===== config.mk =====
export PLATFORM = sky130hd
export DESIGN_NAME = skset_cell
export DESIGN_NICKNAME = d
export VERILOG_FILES = /design/src/rtl/assert_macros.svh /design/src/rtl/skset_pkg.sv /design/src/rtl/skset_cell.sv
export SDC_FILE = /design/constraint.sdc
export NUM_CORES = 1
export LEC_CHECK = 0
export BUFFER_PORTS_ARGS = -buffer_cell sky130_fd_sc_hd__buf_4
export CAP_MARGIN = 20
export CORE_UTILIZATION = 45
export CTS_BUF_LIST = sky130_fd_sc_hd__clkbuf_2
export DETAILED_ROUTE_END_ITERATION = 6
export GPL_ROUTABILITY_DRIVEN = 0
export PLACE_DENSITY = 0.77
export SETUP_SLACK_MARGIN = 0.02
export SLEW_MARGIN = 15
export SYNTH_ARGS = -nofsm -noshare
export SYNTH_HDL_FRONTEND = slang
export SYNTH_SLANG_ARGS = --single-unit

===== constraint.sdc =====
create_clock -name i_clk -period 4.09 [get_ports i_clk]
set_input_delay 0 -clock i_clk [delete_from_list [all_inputs] [get_ports i_clk]]
set_output_delay 0 -clock i_clk [all_outputs]
set_load 0.05 [all_outputs]

===== src/rtl/assert_macros.svh =====
// Assertion helpers for the RTL.
`ifndef ASSERT_MACROS_SVH
`define ASSERT_MACROS_SVH

// Same-cycle implication, disabled while reset is asserted.
`define SKS_ASSERT_IMP(label, clk, rst_n, ante, cons) \
    label: assert property (@(posedge clk) disable iff (!(rst_n)) (ante) |-> (cons)) \
        else $error("implication check failed");

// Next-cycle implication, disabled while reset is asserted.
`define SKS_ASSERT_NXT(label, clk, rst_n, ante, cons) \
    label: assert property (@(posedge clk) disable iff (!(rst_n)) (ante) |=> (cons)) \
        else $error("next-cycle check failed");

`endif


===== src/rtl/skset_pkg.sv =====
`timescale 1ns / 1ps
`default_nettype none

package skset_pkg;

    localparam int CAPACITY   = 1024;
    localparam int KEY_WIDTH  = 32;
    localparam int COUNT_W    = 11;
    localparam int GROUP      = 32;
    localparam int NUM_GROUPS = CAPACITY / GROUP;

    localparam logic [1:0] ACT_SEARCH = 2'd0;
    localparam logic [1:0] ACT_INSERT = 2'd1;
    localparam logic [1:0] ACT_DELETE = 2'd2;

    typedef logic signed [KEY_WIDTH-1:0] t_key;

    typedef struct packed {
        logic [1:0] action;
        t_key       key;
    } t_in;

    typedef struct packed {
        logic               success;
        logic               set_full;
        logic [COUNT_W-1:0] entry_count;
    } t_out;

    typedef struct packed {
        logic cmp_en;
        logic ins_en;
        logic del_en;
    } t_cell_ctl;

endpackage

`default_nettype wire


===== src/rtl/skset_cell.sv =====
`timescale 1ns / 1ps
`default_nettype none

module skset_cell (
    input  wire                 i_clk,
    input  skset_pkg::t_cell_ctl i_ctl,
    input  skset_pkg::t_key     i_key,
    input  wire                 i_valid,
    input  skset_pkg::t_key     i_left_key,
    input  wire                 i_left_lt,
    input  skset_pkg::t_key     i_right_key,
    output skset_pkg::t_key     o_key,
    output logic                o_lt,
    output logic                o_eq
);

    skset_pkg::t_key r_key;
    skset_pkg::t_key n_key;
    logic            r_lt;
    logic            r_eq;

    // A cell whose key is not below the search key moves: on insert it takes
    // the new key at the boundary or its left neighbor's key past it; on
    // delete it takes its right neighbor's key.
    always_comb begin
        n_key = r_key;
        if (i_ctl.ins_en && !r_lt) begin
            n_key = i_left_lt ? i_key : i_left_key;
        end else if (i_ctl.del_en && !r_lt) begin
            n_key = i_right_key;
        end
    end

    always_ff @(posedge i_clk) begin
        r_key <= n_key;
        if (i_ctl.cmp_en) begin
            r_lt <= i_valid && (r_key < i_key);
            r_eq <= i_valid && (r_key == i_key);
        end
    end

    assign o_key = r_key;
    assign o_lt  = r_lt;
    assign o_eq  = r_eq;

endmodule

`default_nettype wire


==> metrics.md <==
| Metric | Value |
|---|---|
| Outcome | finished with violations |
| Failing checks | design-rule violations |
| Total GRT Usage | 26.4% |
| Post-synth top flop | edfxtp_1 |
| Syn nets | 393 |
| Count of nets after finishing | 587 |
| N_diodes | 0 |
| Max_cap viols | 0 |
| CP max FO | 49 |
| TNS Setup | 0 ns |
| Hold path startpoint | i_left_key[15] |
| Area leader, netlist | edfxtp_1 |
| CTS Buffer Depth | 2 |
| Largest net degree at the start of global routing | 65 |
| Hold Buf Count CTS | 62 |
| Sw Share | 35.5% |
| Placement Rows | 27 |
| Syn Area/Cell | 9.86 µm² |
| # clock sinks | 34 |
| Pwr/cell area | 284 mW/mm² |
| Post-CTS Repair Setup Buffers | 0 |
| Sw power | 436 µW |
| DR iter-0 viols | 82 |
| Crit path launch type | flop |
| WL final | 7570 µm |
| Period utilization | 51.3% |
| Initial antenna violation count | 0 |
| Clock skew | 0.00698 ns |
| Fin util | 79.0% |
| Initial core utilization | 46.7% |
| Yosys warning count | 0 |
| Peak Freq | 0.477 GHz |
| Vias in the first global route | 2,796 |
| Dpl cells | 455 |
| Worst Setup SP | o_lt$_DFFE_PP_ |
| Vias per cell | 5.05 |
| DRC violations left | 3 |
| Post-synth cell types | 30 |
| Slowest cell on crit path | dlygate4sd3_1 |
| Count leader, synth | nand2_1 |
| Total CTS buffers | 5 |
| Static Leak | 2.17 nW |
| Final min period | 2.10 ns |
| Comb pwr share | 44.2% |
| Final slew viol count | 0 |
| Io pins | 136 |
| Crit path largest cell delay | 0.58 ns |
| Number of buffers added on ports | 135 |
| Synth top area share | 40.0% |
| FF+latch count, synth | 34 |
| Fin. Hold Viols | 0 |
| Clock power share | 18.4% |
| CP Data Required Time | 4.23 ns |
| Worst Tran Pin Value | 0.986 ns |
| CTS resizes | 0 |
| Layout cells sized above 1 | 33.9% |
| Post-synth top cells | nand2_1, edfxtp_1, mux2i_1 |
| Critical path cell sequence | nand2b_2, buf_12, nand2_1, o21ai_0, dlygate4sd3_1 |
| Pre-CTS setup slack | 2.20 ns |
| Chip height | 77.3 µm |
| Reg power frac | 37.3% |
| Core Region | 0.00547 mm² |
| Avg WL per Cell | 14.4 µm |
| Kind of critical path | flop to flop |
| Finish-stage setup viols | 0 |
| Root buf cell | clkbuf_2 |
| Clk_lat worst skew | 0.37 ns |
| Die W | 77.3 µm |
| Area Overhead vs Synth | 69.4% |
| Cell count after synthesis | 259 |
| Max-slew headroom | 34.1% |
| Global-route wire length before repair | 12,600 µm |
| HP Class | primary input to flop |
| DP HPWL | 5050 µm |
| Post-Layout Cell Count | 526 |
| DP Area | 0.00362 mm² |
| Crit path DAT | 2.24 ns |
| Clock transition at path regs | 0.19 ns |
| Sequential share of the synthesized area | 40.0% |
| Finished Cell Area | 0.00433 mm² |
| Worst hold margin | 0.0173 ns |
| Synth Cell Area | 0.00255 mm² |
| GR Overflow Total | 0 |
| Maximum vdd ir drop | 0.218 mV |
| Detailed Routing Iterations Pass 1 | 7 |
| Setup WS post-layout | 1.99 ns |
| Top post-synthesis cells by area | edfxtp_1, ha_1, mux2i_1, nand2_1, o21ai_0 |
| Reg2reg start | o_lt$_DFFE_PP_ |
| DIE AREA | 0.00598 mm² |
| DRT antenna net count | 0 |
| Crit path capture type | flop |
| Final Power | 1.23 mW |
| H-tree levels | 2 |
| Async set-reset flop share out of synthesis | 0% |
| RSZ-0062 raised after global routing | no |
| Pint | 793 µW |
| CTS tree | built |
| Number of flops mapped to enable cells by yosys | 34 |
| Routed vias | 2,656 |
## layout make-up
class,count,area [µm²]
repair buffers,198,1650
multi-input cells,182,1380
fillers,367,1150
flip-flops and latches,34,1020
inverters,32,120
well taps,72,90.1
clock buffers,7,35.0
clock inverters,1,30.0
## routing by layer
layer | vias up | part of all wire, % | global-route usage (%)
met5 | - | 0 | 0
met4 | 0 | 2.9 | 10.9
met3 | 20 | 4.4 | 4.71
met2 | 87 | 53 | 48.8
met1 | 1236 | 39 | 29.4
li1 | 1313 | - | -
## sequential cells by signal (all words and copies together) (netlist names)
register,cells
o_key,32
o_lt,1
o_eq,1
## worst max-delay path: cells and delay by family (launching register included)
kind,cells,cell delay [ns]
compound gates,1,0.11
buf+inv,2,0.83
flops,1,0.48
simple gates,2,0.44
## cells in the final DEF, fill, tap and decap left out, types with 2 or more instances in the layout
master,Yosys,layout
buf_4,0,135
dlygate4sd3_1,0,62
nand2_1,39,39
edfxtp_1,34,34
mux2i_1,33,33
inv_1,32,32
ha_1,32,32
o21ai_0,24,24
o21ai_1,14,14
a21oi_1,11,11
clkbuf_2,0,7
and4_1,3,3
nor2_1,4,3
a211oi_1,3,3
nand4_2,2,2
nand4_1,2,2
## power groups by stage
stage,Sequential [mW],Combinational (mW),Clock (mW)
6_report,0.459,0.543,0.227
5_1_grt,0.464,0.587,0.244
2_1_floorplan,0.592,0.163,0
4_1_cts,0.459,0.536,0.231
3_3_place_gp,0.465,0.455,0
3_5_place_dp,0.467,0.466,0
## path summary, 6_finish.rpt
| path | endpoint | slack (ns) | depth (start not counted) |
|---|---|---|---|
| min | o_key[15]$_DFFE_PP_ | 0.02 | 3 |
| max | o_key[26]$_DFFE_PP_ | 1.99 | 5 |
| max reg2reg | o_key[26]$_DFFE_PP_ | 1.99 | 5 |
| min reg2reg | o_eq$_DFFE_PP_ | 0.82 | 2 |
## cells by family after synthesis
group | after synthesis | share of synthesized area, %
simple gates | 58 | 12.1
compound gates | 59 | 12.8
mux | 33 | 12.9
flops | 34 | 40.0
buf+inv | 43 | 6.57
fa+ha+maj | 32 | 15.7
Note: power is estimated with default switching activity, not from simulation.
