$ cat src/rtl/assert_macros.svh
// Assertion helpers for the RTL.
`ifndef ASSERT_MACROS_SVH
`define ASSERT_MACROS_SVH

// Same-cycle implication, disabled while reset is asserted.
`define SKS_ASSERT_IMP(label, clk, rst_n, ante, cons) \
    label: assert property (@(posedge clk) disable iff (!(rst_n)) (ante) |-> (cons)) \
        else $error("implication check failed");

// Next-cycle implication, disabled while reset is asserted.
`define SKS_ASSERT_NXT(label, clk, rst_n, ante, cons) \
    label: assert property (@(posedge clk) disable iff (!(rst_n)) (ante) |=> (cons)) \
        else $error("next-cycle check failed");

`endif

$ cat src/rtl/skset_pkg.sv
`timescale 1ns / 1ps
`default_nettype none

package skset_pkg;

    localparam int CAPACITY   = 1024;
    localparam int KEY_WIDTH  = 32;
    localparam int COUNT_W    = 11;
    localparam int GROUP      = 32;
    localparam int NUM_GROUPS = CAPACITY / GROUP;

    localparam logic [1:0] ACT_SEARCH = 2'd0;
    localparam logic [1:0] ACT_INSERT = 2'd1;
    localparam logic [1:0] ACT_DELETE = 2'd2;

    typedef logic signed [KEY_WIDTH-1:0] t_key;

    typedef struct packed {
        logic [1:0] action;
        t_key       key;
    } t_in;

    typedef struct packed {
        logic               success;
        logic               set_full;
        logic [COUNT_W-1:0] entry_count;
    } t_out;

    typedef struct packed {
        logic cmp_en;
        logic ins_en;
        logic del_en;
    } t_cell_ctl;

endpackage

`default_nettype wire

$ cat src/rtl/skset_group_or.sv
`timescale 1ns / 1ps
`default_nettype none

module skset_group_or (
    input  wire                         i_clk,
    input  wire                         i_en,
    input  wire [skset_pkg::GROUP-1:0]  i_bits,
    output logic                        o_any
);

    logic r_any;

    always_ff @(posedge i_clk) begin
        if (i_en) begin
            r_any <= |i_bits;
        end
    end

    assign o_any = r_any;

endmodule

`default_nettype wire

$ cat config.mk
export PLATFORM = sky130hd
export DESIGN_NAME = skset_group_or
export DESIGN_NICKNAME = d
export VERILOG_FILES = /design/src/rtl/assert_macros.svh /design/src/rtl/skset_pkg.sv /design/src/rtl/skset_group_or.sv
export SDC_FILE = /design/constraint.sdc
export NUM_CORES = 1
export LEC_CHECK = 0
export BUFFER_PORTS_ARGS = -buffer_cell sky130_fd_sc_hd__buf_2
export CORE_AREA = 5 5 42 44
export DETAILED_ROUTE_END_ITERATION = 10
export DIE_AREA = 0 0 47 49
export PLACE_DENSITY_LB_ADDON = 0.05
export SKIP_CTS_REPAIR_TIMING = 1
export SLEW_MARGIN = 20
export SYNTH_ARGS = -nofsm -noshare
export SYNTH_HDL_FRONTEND = slang
export SYNTH_SLANG_ARGS = --single-unit
$ cat constraint.sdc
create_clock -name i_clk -period 1.6 [get_ports i_clk]
set_clock_uncertainty 0.1 [all_clocks]
set_input_delay 0.48 -clock i_clk [delete_from_list [all_inputs] [get_ports i_clk]]
set_output_delay 0.48 -clock i_clk [all_outputs]
set_load 0.01 [all_outputs]
==> results of run 1 <==
-- layer usage --
layer | track usage, % | vias up
li1 | - | 125
met1 | 6.318 | 129
met2 | 10.86 | 3
met3 | 0 | 0
met4 | 0 | 0
met5 | 0 | -
-- path summary, 6_finish.rpt --
check / from / end / cells past startpoint
hold / removal: i_en / o_any / 1
setup / recovery: i_bits[28] / o_any / 4
-- power breakdown --
part	internal (mW)	switching (mW)	leakage (nW)	total [mW]
registers	0.0306	0.000248	0.0101	0.0308
logic	0.0379	0.0299	0.150	0.0679
clock network	0	0	0	0
-- through the flow --
| stage | power, mW | setup TNS, ps | setup slack, ps | cells | hold slack, ps |
|---|---|---|---|---|---|
| 2_1_floorplan | 0.03571 | 0 | 199.7 | 12 | 492.5 |
| 3_3_place_gp | 0.07650 | -26.71 | -26.71 | 62 | 584.1 |
| 3_5_place_dp | 0.07691 | -8.159 | -8.159 | 62 | 582.3 |
| 4_1_cts | 0.07698 | -8.600 | -8.600 | 62 | 582.8 |
| 5_1_grt | 0.1034 | -36.82 | -36.82 | 62 | 589.0 |
| 6_report | 0.09870 | 0 | 35.14 | 62 | 581.6 |
-- kinds of logic after synthesis --
kind of cell / after synthesis / synth area share [%]
AND/OR/NAND/NOR: 11 / 71.43
flip-flops: 1 / 28.57
-- cell usage in the layout (no fill, tap or decap) --
| cell | Yosys | routed |
|---|---|---|
| buf_2 | 0 | 33 |
| nor4_4 | 0 | 4 |
| nor4_2 | 1 | 3 |
| nand4_1 | 2 | 2 |
| nor4_1 | 7 | 1 |
| or2_1 | 1 | 1 |
| buf_6 | 0 | 1 |
| edfxtp_1 | 1 | 1 |
-- cell type report --
class | instances | area [µm²]
Fill cell | 172 | 1027
Timing Repair Buffer | 34 | 176.4
Multi-Input combinational cell | 11 | 147.6
Sequential cell | 1 | 30.03
Tap cell | 16 | 20.02
==> impl_results.md, run 1 <==
* Ports at 35
* Site Rows at 14
* Final setup vio count at 0
* Worst path max stage delay at 260 ps
* Period Utilization, post-route at 97.80%
* Core box area at 0.001401 mm²
* DRT Wirelength at 899 µm
* Detail Route Antenna Nets at 0
* DRT Pass-1 Iters at 1
* GP Congestion at 0.6953
* Finished Cell Area at 374.1 µm²
* VDD IR max at 0.07022 mV
* Top FF cell, synth: edfxtp_1
* Nets at between 80 and 90
* Vert. Die Dim at about 49 µm
* N_diodes at 0
* Final Max Slew Viols at 0
* Routed met3 length at between 15 and 20 µm
* Synth area leader: nor4_1
* Post-synth cell types at 5
* Met2 wire length at between 600 and 700 µm
* Synthesized cell area at ~110 µm²
* Top layer in use: met3
* Max transition margin at 84.02%
* Fmax at roughly 0.64 GHz
* Placed cell areas at 295.3 µm²
* Post-synth top area share at 41.67%
* Yosys Warn Count at 0
* Post-route DRC at 0
* First-pass GRT wire length at 1.014 mm
* Crit Path Max Fanout at 1
* Number of synthesized flops with an enable pin at 1
* Ranking of synthesized cells by area: nor4_1 42%, edfxtp_1 29%, nand4_1 12%
* Final hold viol count at 0
* Crit path launch type: input pin
* PD cells at 263.8 mW/mm²
* Slowest CP cell: nor4_2
* Async SR Flop Fraction at 0%
* Vias/cell at a little over 4
* Vias in the first global route at 222
* Critical path type: in -> reg
* Total GRT Usage at 5.407%
* Syn Nets at 46
* Avg Cell Area, Syn at 8.758 µm²
* Largest net degree at the start of global routing at 2
* CP Buf/Inv Count at 1
* Leak at 0.1598 nW
* Hold WC Path Type: in -> reg
* Area grow syn2layout at 256.0%
* Most instantiated library cell after synthesis: nor4_1
* Number of flip-flops in the largest register at 1
* Clock transition at path regs at 0 ps
* CP top delay family: simple AND/OR/NAND/NOR gates
* Top cells by count, synth: 7 x nor4_1, 2 x nand4_1, 1 x edfxtp_1, 1 x nor4_2, 1 x or2_1
* Initial antenna violation count at 0
* Die Area at 0.002303 mm²
* Share of cells above drive strength 1 at 89.13%
* Die Span X at 47 µm
* Sequential-to-total area share from yosys stat at 28.57%
* Worst Setup End Kind: register
* Mapped Cells at 12
* DR WL/cell at 14.50 µm
* Port bufs at 34
* Critical path arrival at 1200 ps
* Crit path cell chain: buf_2 -> nor4_2 -> nand4_1 -> or2_1
* Starting Density at 7.500%
* Initial DRC count at 0
* Grt total ovfl at 0
* Fin util at 26.70%
* HPWL Detailed at 678.4 µm
* Status: finished, final reports clean
* Least-Margin Pin Slew at between 200 and 250 ps
* Max_cap viols at 0
* Fin crit period at 1565 ps
* FF+latch count, synth at 1
* Critical Path RT at 1240 ps
* Via count at between 200 and 300
* Met1 Wirelength at ~220 µm
Power figures use the tool's default switching activity.
==> run 2: changes to the inputs <==
- clock period: 1.6 -> 1.8 ns (I/O delays scaled with it)
==> run 2 against run 1 <==
Total power down 31%; critical path depth unchanged; largest cell class unchanged; wire length down 26%; setup slack better by 120 ps; first-iteration DRC count unchanged; cell count unchanged; sequential power down 11%; via count down 7.0%; core utilization down 5.6 points; combinational power down 41%; worst hold slack better by 60 ps.
==> impl_results.md, run 2 (same netlist as run 1, synthesis figures left out) <==
* RSZ-0062 raised after global routing: false
* Placed cell areas at 295.3 µm²
* Combinational power share at 59.5%
* Via count at 239
* Initial DRC count at 0
* DRT Pass-1 Iters at 1
* Largest net degree at the start of global routing at 2
* Worst Setup End Kind: register
* Share of cells above drive strength 1 at 76.09%
* Critical path type: in -> reg
* Initial antenna violation count at 0
* Filler Cell Count at ~170
* Dpl cells at 62
* PD cells at 229.3 mW/mm²
* Post-route DRC at 0
* GP Congestion at 0.6953
* Critical Path RT at 1440 ps
* Site Rows at 14
* Die Span X at around 47 µm
* Detail Route Antenna Nets at 0
* Ports at 35
* N_diodes at 0
* Register area at approximately 30 µm²
* Worst hold stages at 1
* Vert. Die Dim at 49 µm
* Die Area at ~0.0023 mm²
* Max_cap viols at 0
* Commonest non-fill, non-tap cells in the layout: 34 x buf_2, 7 x nor4_1, 2 x nand4_1
* HPWL Detailed at 678.4 µm
* Clock power frac at 0%
* Period Utilization, post-route at 91.49%
* Final hold viol count at 0
* Crit Path Max Fanout at 1
* DR WL/cell at ~11 µm
* Hold WC Path Type: in -> reg
* Port bufs at 34
* Area of the multi-input gates at around 75 µm²
* Nets at 82
* Fmax at between 0.6 and 0.7 GHz
* Hold Startpoint: i_en
* Finished Cell Area at just under 300 µm²
* Total GRT Usage at between 5 and 6%
* Worst Hold Slack at around 640 ps
* Crit path launch type: input pin
* Hold Path Sink: o_any
* First-pass GRT wire length at approximately 1 mm
* Sw frac at around a fifth
* Starting Density at 7.500%
* Number of flip-flops in the largest register at 1
* Most common cell after layout, fill and taps aside: buf_2
* Area grow syn2layout at 181.0%
* Final Max Slew Viols at 0
* Least-Margin Pin Slew at 254.1 ps
* Critical path arrival at 1280 ps
* Fin crit period at 1647 ps
* Final instance count without filler cells at 62
* VDD IR max at 0.05925 mV
* NetSw at 0.01264 mW
* Status: finished, final reports clean
* Setup TNS Final at 0 ps
* Final setup vio count at 0
* Sequential power share at 40.5%
* Vias in the first global route at approximately 220
* Max transition margin at between 80 and 90%
* Vias/cell at between 3 and 4
* Grt total ovfl at 0
* Core box area at 0.001401 mm²
* DRT Wirelength at 667 µm
* Final total power at 0.06770 mW
* Internal power at 0.05506 mW
* Leak at 0.1487 nW
* Clock transition at path regs at 0 ps
==> run 2: cell counts in the layout (fill, tap and decap cells not counted) <==
Identical to the previous run, type by type.
==> run 2: cell type report <==
class	instances	share of cell area [%]
multi-input combinational	11	25.42
sequential	1	10.17
tap	16	6.780
timing repair buffer	34	57.63
==> run 2: power by group through the flow <==
stage	sequential, mW	clock, mW	combinational, mW
finish	0.0274	0	0.0403
global route	0.0275	0	0.0448
CTS	0.0274	0	0.0410
detailed placement	0.0274	0	0.0410
global placement	0.0275	0	0.0405
floorplan	0.0282	0	0.00354
==> run 2: worst max-delay path, stage by stage <==
cell and delay (ps):
buf_2 90, nor4_1 280, nand4_1 120, or2_1 240
==> run 2: worst max path at each step <==
stage,cells after the start,start,to,slack [ps]
6_report,4,i_bits[29],o_any,150
5_1_grt,4,i_bits[20],o_any,80
4_1_cts,4,i_bits[29],o_any,130
3_5_place_dp,4,i_bits[29],o_any,130
3_3_place_gp,4,i_bits[20],o_any,110
2_1_floorplan,3,i_bits[28],o_any,340
==> run 2: metrics by stage <==
| stage | utilization, % | worst slack (ps) |
|---|---|---|
| floorplan | - | 339.7 |
| CTS | 21.07 | 131.4 |
| finish | 21.07 | 153.2 |
| detailed placement | 21.07 | 131.8 |
| global route | 21.07 | 78.93 |
| global placement | 21.07 | 113.3 |
==> run 2: routing by layer <==
layer  global-route usage (%)  wire [µm]  share of wire [%]
met4                        0          0                  0
met5                        0          0                  0
met2                    10.86        461                 69
met1                    6.318        187                 28
met3                        0         18                2.7
